### src/rtl/gdfs_pkg.sv
// Package with shared constants and types for the depth-first search block.
`timescale 1ns / 1ps
`default_nettype none
package gdfs_pkg;
	localparam int MaxNodesDef = 32;
	localparam int MaxEdgesDef = 256;
	localparam int NodeW = 5;
	localparam int TimeW = 7;
	localparam int CountW = 6;
	localparam int CfgIdxW = 1;
	localparam int CfgDataW = 6;
	localparam logic [CfgIdxW-1:0] RegNodeCount = 1'd0;
	localparam logic [CfgIdxW-1:0] RegUndirected = 1'd1;

	typedef struct packed {
		logic [NodeW-1:0] src;
		logic [NodeW-1:0] dst;
		logic store;
		logic drop;
		logic last;
	} edge_cmd_t;
endpackage
`default_nettype wire

### src/rtl/gdfs_front.sv
// Front part: checks each edge beat against the node count.
`timescale 1ns / 1ps
`default_nettype none
module gdfs_front (
	input wire logic clk,
	input wire logic arst_n,
	input wire logic in_valid,
	output logic in_stall,
	input wire logic [gdfs_pkg::NodeW-1:0] src_node,
	input wire logic [gdfs_pkg::NodeW-1:0] dst_node,
	input wire logic edge_present,
	input wire logic last_edge,
	input wire logic [gdfs_pkg::CountW:0] n_act,
	output logic q_valid,
	input wire logic q_stall,
	output gdfs_pkg::edge_cmd_t q_cmd
);
	logic ok;
	logic [gdfs_pkg::CountW:0] s_ext, d_ext;

	assign s_ext = {2'b0, src_node};
	assign d_ext = {2'b0, dst_node};
	assign ok = (s_ext < n_act) && (d_ext < n_act);

	always_ff @(posedge clk or negedge arst_n) begin
		if (!arst_n) begin
			q_valid <= 1'b0;
		end else if (!q_valid || !q_stall) begin
			q_valid <= in_valid;
		end
	end

	always_ff @(posedge clk) begin
		if (in_valid && !in_stall) begin
			q_cmd.src <= src_node;
			q_cmd.dst <= dst_node;
			q_cmd.store <= edge_present && ok;
			q_cmd.drop <= edge_present && !ok;
			q_cmd.last <= last_edge;
		end
	end

	assign in_stall = q_valid && q_stall;
endmodule
`default_nettype wire

### src/rtl/gdfs_back.sv
// Back part: edge memory, the stack walk and the record output.
`timescale 1ns / 1ps
`default_nettype none
module gdfs_back #(
	parameter int MAX_NODES = gdfs_pkg::MaxNodesDef,
	parameter int MAX_EDGES = gdfs_pkg::MaxEdgesDef
) (
	input wire logic clk,
	input wire logic arst_n,
	input wire logic q_valid,
	output logic q_stall,
	input gdfs_pkg::edge_cmd_t q_cmd,
	input wire logic [gdfs_pkg::CountW:0] n_act,
	input wire logic undir,
	output logic out_valid,
	input wire logic out_stall,
	output logic [gdfs_pkg::NodeW-1:0] node_index,
	output logic [gdfs_pkg::TimeW-1:0] discover_time,
	output logic [gdfs_pkg::TimeW-1:0] finish_time,
	output logic cycle_found,
	output logic edge_overflow,
	output logic last_record
);
	localparam int EW = $clog2(MAX_EDGES + 1);
	localparam int AW = (MAX_EDGES > 1) ? $clog2(MAX_EDGES) : 1;
	localparam int NIW = $clog2(MAX_NODES);
	localparam int NW = gdfs_pkg::NodeW;
	localparam int TW = gdfs_pkg::TimeW;

	typedef enum logic [6:0] {
		S_LOAD = 7'b0000001,
		S_ROOT = 7'b0000010,
		S_TOP = 7'b0000100,
		S_RD = 7'b0001000,
		S_EDGE = 7'b0010000,
		S_EMIT = 7'b0100000,
		S_CLR = 7'b1000000
	} state_t;

	state_t state_q;
	logic [NW-1:0] mem_s [MAX_EDGES];
	logic [NW-1:0] mem_d [MAX_EDGES];
	logic [NW-1:0] rd_s_q, rd_d_q;
	logic [EW-1:0] held_q, k_q;
	logic [TW-1:0] disc_q [MAX_NODES];
	logic [TW-1:0] fin_q [MAX_NODES];
	logic [NW:0] par_q [MAX_NODES];
	logic [NW-1:0] stk_q [MAX_NODES];
	logic [NIW:0] sp_q;
	logic [NW:0] root_q;
	logic [NW-1:0] a_q;
	logic [TW-1:0] time_q;
	logic cyc_q, ovf_q;
	logic [NW:0] rec_q;

	logic full;
	logic [NW:0] se, de;
	logic sm, dm, fwd, bwd;
	logic [NW-1:0] v;
	logic hit;
	logic [NW:0] a_ext;

	assign full = (held_q == EW'(MAX_EDGES));
	assign q_stall = (state_q != S_LOAD);
	assign se = {1'b0, rd_s_q};
	assign de = {1'b0, rd_d_q};
	assign a_ext = {1'b0, a_q};
	assign sm = (rd_s_q == a_q);
	assign dm = (rd_d_q == a_q);
	assign fwd = sm;
	assign bwd = undir && dm;

	// Decide for the current edge whether it pushes a node, and which node it pushes.
	always_comb begin
		v = rd_d_q;
		hit = 1'b0;
		if (fwd) begin
			v = rd_d_q;
			hit = (disc_q[rd_d_q[NIW-1:0]] == '0);
		end
		if (!hit && bwd) begin
			v = rd_s_q;
			hit = (disc_q[rd_s_q[NIW-1:0]] == '0);
		end
	end

	function automatic logic cyc_of(input logic [NW-1:0] a, input logic [NW-1:0] w,
			input logic [TW-1:0] dw, input logic [TW-1:0] fw, input logic [NW:0] pa,
			input logic [NW:0] pw, input logic u);
		logic r;
		r = 1'b0;
		if (dw != '0) begin
			if (u) r = ({1'b0, w} != pa) && (pw != {1'b0, a});
			else r = (fw == '0);
		end
		return r;
	endfunction

	always_ff @(posedge clk) begin
		if (state_q == S_LOAD && q_valid && q_cmd.store && !full)
			begin
			mem_s[held_q[AW-1:0]] <= q_cmd.src;
			mem_d[held_q[AW-1:0]] <= q_cmd.dst;
		end
		rd_s_q <= mem_s[k_q[AW-1:0]];
		rd_d_q <= mem_d[k_q[AW-1:0]];
	end

	always_ff @(posedge clk) begin
		if (state_q == S_ROOT || (state_q == S_EDGE && (se < n_act) && (de < n_act)
				&& hit && (sp_q < (NIW+1)'(MAX_NODES)))) begin
			stk_q[sp_q[NIW-1:0]] <= (state_q == S_ROOT) ? root_q[NW-1:0] : v;
		end
	end

	always_ff @(posedge clk or negedge arst_n) begin
		if (!arst_n) begin
			state_q <= S_LOAD;
			held_q <= '0;
			k_q <= '0;
			sp_q <= '0;
			root_q <= '0;
			a_q <= '0;
			time_q <= TW'(1);
			cyc_q <= 1'b0;
			ovf_q <= 1'b0;
			rec_q <= '0;
			out_valid <= 1'b0;
			node_index <= '0;
			discover_time <= '0;
			finish_time <= '0;
			cycle_found <= 1'b0;
			edge_overflow <= 1'b0;
			last_record <= 1'b0;
			for (int i = 0; i < MAX_NODES; i++) begin
				disc_q[i] <= '0;
				fin_q[i] <= '0;
				par_q[i] <= '1;
			end
		end else begin
			unique case (state_q)
				S_LOAD: begin
					if (q_valid) begin
						if (q_cmd.store && !full) held_q <= held_q + EW'(1);
						if (q_cmd.drop || (q_cmd.store && full)) ovf_q <= 1'b1;
						if (q_cmd.last) begin
							state_q <= S_ROOT;
							root_q <= '0;
						end
					end
				end
				S_ROOT: begin
					if (root_q >= n_act) begin
						state_q <= S_EMIT;
						rec_q <= '0;
					end else if (disc_q[root_q[NIW-1:0]] != '0) begin
						root_q <= root_q + 1'b1;
					end else begin
						sp_q <= (NIW+1)'(1);
						state_q <= S_TOP;
					end
				end
				S_TOP: begin
					if (sp_q == '0) begin
						root_q <= root_q + 1'b1;
						state_q <= S_ROOT;
					end else begin
						a_q <= stk_q[sp_q[NIW-1:0] - 1'b1];
						if (disc_q[stk_q[sp_q[NIW-1:0] - 1'b1][NIW-1:0]] == '0) begin
							disc_q[stk_q[sp_q[NIW-1:0] - 1'b1][NIW-1:0]] <= time_q;
							time_q <= time_q + 1'b1;
						end
						k_q <= '0;
						state_q <= S_RD;
					end
				end
				S_RD: begin
					if (k_q >= held_q) begin
						fin_q[a_q[NIW-1:0]] <= time_q;
						time_q <= time_q + 1'b1;
						sp_q <= sp_q - 1'b1;
						state_q <= S_TOP;
					end else begin
						state_q <= S_EDGE;
					end
				end
				S_EDGE: begin
					k_q <= k_q + EW'(1);
					state_q <= S_RD;
					if (!((se < n_act) && (de < n_act))) begin
						ovf_q <= 1'b1;
					end else begin
						if (fwd && cyc_of(a_q, rd_d_q, disc_q[rd_d_q[NIW-1:0]],
								fin_q[rd_d_q[NIW-1:0]], par_q[a_q[NIW-1:0]],
								par_q[rd_d_q[NIW-1:0]], undir))
							cyc_q <= 1'b1;
						if (bwd && !(fwd && disc_q[rd_d_q[NIW-1:0]] == '0)
								&& cyc_of(a_q, rd_s_q, disc_q[rd_s_q[NIW-1:0]],
								fin_q[rd_s_q[NIW-1:0]], par_q[a_q[NIW-1:0]],
								par_q[rd_s_q[NIW-1:0]], undir))
							cyc_q <= 1'b1;
						if (hit) begin
							par_q[v[NIW-1:0]] <= a_ext;
							if (sp_q < (NIW+1)'(MAX_NODES)) begin
								sp_q <= sp_q + 1'b1;
								state_q <= S_TOP;
							end else begin
								fin_q[a_q[NIW-1:0]] <= time_q;
								time_q <= time_q + 1'b1;
								sp_q <= sp_q - 1'b1;
								state_q <= S_TOP;
							end
						end
					end
				end
				S_EMIT: begin
					if (!out_valid || !out_stall) begin
						if (rec_q < n_act) begin
							out_valid <= 1'b1;
							node_index <= rec_q[NW-1:0];
							discover_time <= disc_q[rec_q[NIW-1:0]];
							finish_time <= fin_q[rec_q[NIW-1:0]];
							cycle_found <= cyc_q;
							edge_overflow <= ovf_q;
							last_record <= (rec_q + 1'b1 == n_act);
							rec_q <= rec_q + 1'b1;
						end else begin
							out_valid <= 1'b0;
							state_q <= S_CLR;
						end
					end
				end
				S_CLR: begin
					for (int i = 0; i < MAX_NODES; i++) begin
						disc_q[i] <= '0;
						fin_q[i] <= '0;
						par_q[i] <= '1;
					end
					held_q <= '0;
					sp_q <= '0;
					time_q <= TW'(1);
					cyc_q <= 1'b0;
					ovf_q <= 1'b0;
					state_q <= S_LOAD;
				end
				default: state_q <= S_LOAD;
			endcase
		end
	end

	a_held_bound: assert property (@(posedge clk) disable iff (!arst_n)
		held_q <= EW'(MAX_EDGES)) else $error("edge count above capacity");
	a_sp_bound: assert property (@(posedge clk) disable iff (!arst_n)
		sp_q <= (NIW+1)'(MAX_NODES)) else $error("stack above capacity");
	a_out_emit: assert property (@(posedge clk) disable iff (!arst_n)
		out_valid |-> state_q == S_EMIT) else $error("beat outside output phase");
	a_load_only: assert property (@(posedge clk) disable iff (!arst_n)
		(state_q != S_LOAD) |-> !(held_q != $past(held_q) && $past(state_q) != S_LOAD
		&& $past(state_q) != S_CLR)) else $error("edge stored during search");
endmodule
`default_nettype wire

### src/rtl/graph_dfs_times_and_cycle_check_core.sv
// Top level of the depth-first search block with discovery and finish times.
// Input beats carry one edge each; a beat with last_edge starts the search.
// Edges are range checked in a front stage and stored one per cycle in a
// back part while it loads; the back part holds an edge memory and a node
// stack and drops edges past capacity. After the last beat the walk scans
// the stored edges once per stack visit, in states S_RD and S_EDGE for each
// edge, so its length grows with nodes times edges. Then one output beat per
// node is given in ascending order, with last_record on the final one,
// followed by a clear of the node stores in state S_CLR. During search,
// output and clear the front stage takes one more beat and then stalls
// input. A stalled output beat holds until taken. Reset clears all
// control state and sets node_count to 32 and directed mode.
`timescale 1ns / 1ps
`default_nettype none
module graph_dfs_times_and_cycle_check_core #(
	parameter int MAX_NODES = gdfs_pkg::MaxNodesDef,
	parameter int MAX_EDGES = gdfs_pkg::MaxEdgesDef
) (
	input wire logic clk,
	input wire logic arst_n,
	input wire logic cfg_we,
	input wire logic [gdfs_pkg::CfgIdxW-1:0] cfg_index,
	input wire logic [gdfs_pkg::CfgDataW-1:0] cfg_data,
	input wire logic in_valid,
	output logic in_stall,
	input wire logic [gdfs_pkg::NodeW-1:0] src_node,
	input wire logic [gdfs_pkg::NodeW-1:0] dst_node,
	input wire logic edge_present,
	input wire logic last_edge,
	output logic out_valid,
	input wire logic out_stall,
	output logic [gdfs_pkg::NodeW-1:0] node_index,
	output logic [gdfs_pkg::TimeW-1:0] discover_time,
	output logic [gdfs_pkg::TimeW-1:0] finish_time,
	output logic cycle_found,
	output logic edge_overflow,
	output logic last_record
);
	logic [gdfs_pkg::CountW-1:0] nc_q;
	logic und_q;
	logic [gdfs_pkg::CountW:0] n_act;
	logic q_valid, q_stall, fstall;
	gdfs_pkg::edge_cmd_t q_cmd;

	always_ff @(posedge clk or negedge arst_n) begin
		if (!arst_n) begin
			nc_q <= gdfs_pkg::CountW'(32);
			und_q <= 1'b0;
		end else if (cfg_we) begin
			unique case (cfg_index)
				gdfs_pkg::RegNodeCount: nc_q <= cfg_data;
				gdfs_pkg::RegUndirected: und_q <= cfg_data[0];
				default: ;
			endcase
		end
	end

	always_comb begin
		if (nc_q == '0) n_act = (gdfs_pkg::CountW+1)'(1);
		else if ({1'b0, nc_q} > (gdfs_pkg::CountW+1)'(MAX_NODES))
			n_act = (gdfs_pkg::CountW+1)'(MAX_NODES);
		else n_act = {1'b0, nc_q};
	end

	gdfs_front u_front (
		.clk, .arst_n, .in_valid, .in_stall(fstall), .src_node, .dst_node,
		.edge_present, .last_edge, .n_act, .q_valid, .q_stall, .q_cmd
	);

	assign in_stall = fstall;

	gdfs_back #(.MAX_NODES(MAX_NODES), .MAX_EDGES(MAX_EDGES)) u_back (
		.clk, .arst_n, .q_valid, .q_stall, .q_cmd, .n_act, .undir(und_q),
		.out_valid, .out_stall, .node_index, .discover_time, .finish_time,
		.cycle_found, .edge_overflow, .last_record
	);
endmodule
`default_nettype wire

### config.mk
export PLATFORM = sky130hd
export DESIGN_NAME = graph_dfs_times_and_cycle_check_core
export DESIGN_NICKNAME = d
export VERILOG_FILES = /design/src/rtl/gdfs_pkg.sv /design/src/rtl/gdfs_front.sv /design/src/rtl/gdfs_back.sv /design/src/rtl/graph_dfs_times_and_cycle_check_core.sv
export SDC_FILE = /design/constraint.sdc
export NUM_CORES = 2
export LEC_CHECK = 0
export ABC_AREA = 1
export ABC_CLOCK_PERIOD_IN_PS = 11700
export BUFFER_PORTS_ARGS = -buffer_cell sky130_fd_sc_hd__buf_2
export CORE_MARGIN = 4
export CORE_UTILIZATION = 30
export CTS_BUF_LIST = sky130_fd_sc_hd__clkbuf_4 sky130_fd_sc_hd__clkbuf_8 sky130_fd_sc_hd__clkbuf_16
export DETAILED_ROUTE_END_ITERATION = 10
export PLACE_DENSITY_LB_ADDON = 0.1
export SYNTH_ARGS = -nofsm -noshare
export SYNTH_HDL_FRONTEND = slang
export SYNTH_SLANG_ARGS = --single-unit
### constraint.sdc
create_clock -name clk -period 11.7 [get_ports clk]
set_clock_uncertainty 0.2 [all_clocks]
set_input_delay 0.585 -clock clk [delete_from_list [all_inputs] [get_ports clk]]
set_output_delay 0.585 -clock clk [all_outputs]
set_load 0.05 [all_outputs]
# After elaboration in Yosys (flattened, before gate mapping)
# Memory sizes are Yosys's and may differ from the RTL's. A register that Yosys moved wholly into a read port is not among the register bits.
# Cells that the tools add are included.
# Widths: inputs -> output; s select.
# totals
mem_bits_ro	0
memories	3
word_cells	394
regBits	741
input_bits	24
mem_bits_rw	2720
latch_bits	0
# mem_list
memory	words	word_bits	read_ports	rd_ports_with_merged_regs	wr	line_no	source
u_back.mem_d	256	5	1	1	1	gdfs_back.sv:42	logic [NW-1:0] mem_d [MAX_EDGES];
u_back.mem_s	256	5	1	1	1	gdfs_back.sv:41	logic [NW-1:0] mem_s [MAX_EDGES];
u_back.stk_q	32	5	1	0	1	gdfs_back.sv:48	logic [NW-1:0] stk_q [MAX_NODES];
# classes
n_shift	0
eq_ne	37
bitwise	9
n_lt_le_gt_ge	19
div	0
reduce_logical	76
muxes	120
multipliers	0
n_addsub	9
# op_table
cell	n
$mux 224	6
$pmux 224 s3	1
$bwmux 224	2
$pmux 224 s2	1
$mux 192	2
$pmux 192 s2	1
$bmux 7 s5	8
$mux 7	31
$bwmux 192	1
$mux 6	23
$bmux 6 s5	3
$demux 7 s5	2
$ge 6x6->1 const B	7
$not 5->6	7
$pmux 7 s6	1
$pmux 9 s2	2
$logic_not 7->1	5
$demux 6 s5	1
$pmux 7 s4	1
$mux 9	3
$logic_and 1x1->1	26
$ne 2x2->1 const B	13
$lt 5x6->1	4
$pmux 6 s4	1
48 further kinds	118

# Logic depth before layout (Yosys ltp)
# logic_depth
depth_word	18
mapped_depth	32
ltp_nobuf	25

# Hierarchy
# A second synthesis with hierarchy kept.
# unflattened
hier_cells	14639
hier_area_um2	155385.3
# by_module_without_submodules
module	instances	area_each_um2	cells_each
gdfs_back	1	154348.0	14535
gdfs_front	1	684.4	63
graph_dfs_times_and_cycle_check_core	1	352.8	41

# Worst setup path after synthesis
# No wires, ideal clock.
# synth_timing
kind	reg2reg
start	reg u_front.q_cmd[3] (netlist name)
end	mem u_back.mem_d[0][0] in the netlist's numbering (data pin)
n_path_buf	0
slack_ns	7.454
period_less_slack_ns	4.246
arrival_ns	3.228
stages_incl_launch_ff	1
path_cell_list	edfxtp_1
# synth_rtl
element	line_no
to (decl)	gdfs_back.sv:42
# Straight into the memory's write port.

# Final worst setup path
# layout_timing
start	reg u_back.sp_q[0]
end	reg u_back.disc_q[178] in the netlist's numbering
# layout_via
elab_chain_len	11
# layout_rtl
element	line_no	source
from (decl)	gdfs_back.sv:49	logic [NIW:0] sp_q;
from (signal assigned)	gdfs_back.sv:159	sp_q <= (NIW+1)'(1);
from (signal assigned)	gdfs_back.sv:181	sp_q <= sp_q - 1'b1;
from (signal assigned)	gdfs_back.sv:205	sp_q <= sp_q + 1'b1;
$sub 5x1->5	gdfs_back.sv:169, gdfs_back.sv:170	
$mem_v2 32x5	n/a	
$not 5->6 (not written as such)	gdfs_back.sv:169	if (disc_q[stk_q[sp_q[NIW-1:0] - 1'b1][NIW-1:0]] == '0) begin
$ge 6x6->1 or $lt 6x1->1 (tied branches)	n/a	
$logic_and 1x1->1 (not written as such)	gdfs_back.sv:170	disc_q[stk_q[sp_q[NIW-1:0] - 1'b1][NIW-1:0]] <= time_q;
$mux 7 (not written as such)	gdfs_back.sv:170	
$demux 7 s5	gdfs_back.sv:170	
$bwmux 224	gdfs_back.sv:170	
$mux 224	gdfs_back.sv:169	
$mux 224	gdfs_back.sv:164	if (sp_q == '0) begin
$pmux 224 s2	gdfs_back.sv:141	unique case (state_q)
to (decl)	gdfs_back.sv:45	logic [TW-1:0] disc_q [MAX_NODES];
# Several ways; a longest one is shown, not always the timed one. The select of a mux whose other input is x is not followed.
# A chain may end at the register's enable or synchronous reset.

==> metrics.md <==
| Metric | Value |
|---|---|
| Critical path class | `reg -> reg` |
| Skew-Pair Late Insertion Delay | `1000 ps` |
| Sequential area share after synthesis | `64.9%` |
| Hpwl dp | `352000 µm` |
| Endpoints failing setup | `0` |
| Avg WL per Cell | `27.2 µm` |
| Max VDD drop | `0.000176 V` |
| Switching power | `12000 µW` |
| Total Power | `35000 µW` |
| Part of the power in combinational logic | `22.3%` |
| Leading post-synthesis cells by cell area | `edfxtp_1 53%, dfrtp_1 8.6%, nand2_1 6.5%` |
| Slew margin rel. | `15.3%` |
| Clock Power Share | `35.8%` |
| First-pass GRT wire length | `847000 µm` |
| Core Area | `514000 µm²` |
| Initial Util | `30.2%` |
| Total congestion overflow | `0` |
| IO Count | `48` |
| Fin. Hold Viols | `0` |
| Layout cells sized above 1 | `9.21%` |
| Synthesized instance count | `14700` |
| Post-synth ARST share | `21.0%` |
| Resized cells post-CTS | `0` |
| Yosys top cell by area | `edfxtp_1` |
| Maxcap violations | `0` |
| Rows | `263` |
| Xor/xnor share of the synthesized area | `0.164%` |
| Die Footprint | `529000 µm²` |
| Initial antenna violation count | `35` |
| Vias per cell | `5.36` |
| Commonest cells in the netlist | `2733 x edfxtp_1, 2678 x nand2_1, 2268 x nor2_1` |
| Synth Area in Adders | `0.403%` |
| PortBufs | `47` |
| Synth top area share | `52.9%` |
| Critical Path AT | `9780 ps` |
| Max Freq | `109 MHz` |
| Width of the die | `727 µm` |
| Final design utilization | `34.3%` |
| Routed Antenna Nets | `0` |
| #FFs+latches synth | `3471` |
| Register-to-Register Path Depth | `27` |
| Min Clock Period, post-route | `9140 ps` |
| Vias in the first global route | `112000` |
| Root buf cell | `clkbuf_16` |
| Post-synthesis net count | `14800` |
| Synth Area in Compound Gates | `12.1%` |
| Layout Area Growth over Synthesis | `13.6%` |
| Slew @ Worst Pin | `1270 ps` |
| Worst reg2reg path startpoint | `u_back.sp_q[0]` |
| Max Slew Vio Count | `0` |
| Power Dens Cells | `199 nW/µm²` |
| Residual DRC | `0` |
| Yosys warnings | `0` |
| Longest Clk Path Bufs | `4` |
| Die Y | `727 µm` |
| Final Wtd Congestion | `0.862` |
| Crit share post-route | `78.1%` |
| Outcome | `finished, final reports clean` |
| Min-Delay Path Class | `in -> async` |
| Mapped Area | `155000 µm²` |
| Largest net degree at the start of global routing | `169` |
| P_leak | `0.0627 µW` |
| Crit path from | `u_back.sp_q[0]` |
| CTS sink cnt | `3471` |
| Post-synthesis mux area share | `1.62%` |
| EDFF count, synth | `2733` |
| Most common cell in the synthesized netlist | `edfxtp_1` |
| CTS buffer count | `402` |
| Mapped Avg Cell Area | `10.5 µm²` |
| Crit-path max FO | `168` |
| Setup TNS | `0 ps` |
| Fillers | `51800` |
| Internal power | `23100 µW` |
| Largest family of logic cells by synthesized area | `simple AND/OR/NAND/NOR gates` |
| DR vias | `116000` |
| Synth Area in Simple Gates | `17.1%` |
| Switching part of the total | `34.2%` |
| CP endpoint | `u_back.disc_q[178]` |
| RSZ-0062 raised after global routing | `false` |
| Final WL | `589000 µm` |
| Post-synth top flop | `edfxtp_1` |
| R2r setup slk | `2560 ps` |
| RR Endpoint | `u_back.disc_q[178]` |
| All-Layer GR Usage | `21.5%` |
| Synth cell types | `68` |
| Flop pwr share | `41.9%` |
| Clk slew on worst S/H paths | `60 ps` |
| Detailed Routing Iterations Pass 1 | `6` |
| Critical path capture point type | `flip-flop` |
| Nets | `14500` |
| H-tree levels | `5` |
| CTS tree | `done` |
| WP data required | `12340 ps` |
| CP Launch Type | `flip-flop` |
| DR iter-0 viols | `12100` |
-- how the worst min path moves through the flow --
| stage | start | end | slack [ps] |
|---|---|---|---|
| after floorplan | arst_n | nc_q[0] | 90 |
| after global placement | u_back.par_q[89] | u_back.par_q[89] | 250 |
| after detailed placement | u_back.par_q[53] | u_back.par_q[53] | 250 |
| after CTS | arst_n | nc_q[0] | 1 |
| after global routing | arst_n | nc_q[1] | 50 |
| final | arst_n | nc_q[1] | 10 |
-- worst max-delay path, cell delays in order, from the launching register on --
cell and delay, ps:
dfrtp_2 340, buf_4 690, inv_2 30, buf_4 420
ha_1 430, buf_4 420, inv_1 430, buf_4 370
nand3_1 120, nand3_1 90, nand3_1 170, nand3_2 580
nand2_4 970, buf_4 510, nor2_1 190, nand2_1 110
nand2_1 50, nor2_1 110, nand2_1 60, nand2_1 50
nand2_1 60, nor2_1 140, nand3_1 180, o21ai_4 590
buf_12 540, nand3_1 440, nand2_1 160, nand2_1 60
-- layout by cell type (no fill, tap or decap), types with 13 or more instances in the layout --
| cell | instances |
|---|---|
| mux2i_1 | 249 |
| inv_1 | 377 |
| dfrtp_1 | 523 |
| o21ai_0 | 1524 |
| nor2_1 | 2253 |
| buf_4 | 300 |
| nor3_1 | 66 |
| ha_1 | 50 |
| nand2_1 | 2666 |
| xor2_1 | 24 |
| nand3_4 | 13 |
| edfxtp_1 | 2733 |
| a22oi_1 | 41 |
| clkbuf_4 | 116 |
| o211ai_1 | 140 |
| a21oi_1 | 368 |
| o41ai_1 | 14 |
| nand3_1 | 1035 |
| o221ai_1 | 325 |
| dlygate4sd3_1 | 24 |
| buf_12 | 24 |
| buf_2 | 46 |
| clkinv_2 | 66 |
| o22ai_1 | 44 |
| clkinv_1 | 81 |
| nand4_1 | 289 |
| o21ai_1 | 25 |
| o31ai_1 | 23 |
| a31oi_1 | 52 |
| clkbuf_8 | 17 |
| nor4_1 | 24 |
| bufinv_16 | 16 |
| clkbuf_16 | 415 |
| inv_2 | 18 |
| o32ai_1 | 394 |
| dfstp_2 | 195 |
-- flip-flops by register name (all words and copies together) (netlist names), 9 cells and up --
name	flops
u_back.mem_d	1280
u_back.k_q	9
u_back.disc_q	224
u_back.held_q	9
u_back.stk_q	160
u_back.fin_q	224
u_back.par_q	192
u_front.q_cmd	13
u_back.mem_s	1280
-- routing by layer --
metal  global-route usage [%]  vias to the layer above  wire, µm  share of wire (%)
met5                        0                        -        13             0.0022
li1                         -                    52600         -                  -
met3                     2.41                      804     33000                5.6
met2                     33.1                     3811    261000                 44
met4                     5.42                        2     15900                2.7
met1                     32.1                    59100    279000                 47
-- kinds of logic after synthesis --
group | Yosys count
adder cells (fa/ha/maj) | 50
buffers and inverters | 1469
XOR/XNOR | 29
multiplexers | 251
AO/OA/AOI/OAI | 3014
flip-flops | 3471
AND/OR/NAND/NOR | 6425
-- what timing repair did --
action | 4_1_cts | 5_1_grt
hold buffers | 24 | 0
hold endpoints to repair | 82 | 0
buffers inserted | 0 | 0
-- layout make-up --
cell class | count | area (µm²) | area share [%]
Multi-Input combinational cell | 9769 | 49000 | 27.8
Clock buffer | 548 | 11500 | 6.52
Inverter | 415 | 1600 | 0.909
Timing Repair Buffer | 395 | 3220 | 1.83
Clock inverter | 184 | 1550 | 0.879
Sequential cell | 3471 | 101000 | 57.2
Tap cell | 6890 | 8620 | 4.89
Antenna cell | 5 | 12.5 | 0.00710
-- through the flow --
stage / instance area [µm²] / hold slack [ps] / std cells / setup slack, ps
final: 176000 / 14.2 / 21700 / 2560
after global routing: 176000 / 51.3 / 21700 / 1880
after CTS: 176000 / 1.35 / 21700 / 2620
after detailed placement: 163000 / 254 / 20900 / 2660
after global placement: 163000 / 249 / 20900 / 2790
after floorplan: 155000 / 89.4 / 14700 / 7450
-- power by group through the flow --
stage | logic [µW] | registers (µW) | clock network (µW)
after floorplan | 4050 | 15200 | 0
after global placement | 7830 | 14900 | 0
after detailed placement | 7810 | 14900 | 0
after CTS | 7830 | 14700 | 12900
after global routing | 8420 | 14700 | 13400
final | 7830 | 14700 | 12500
Note: power is estimated with default switching activity, not from simulation.
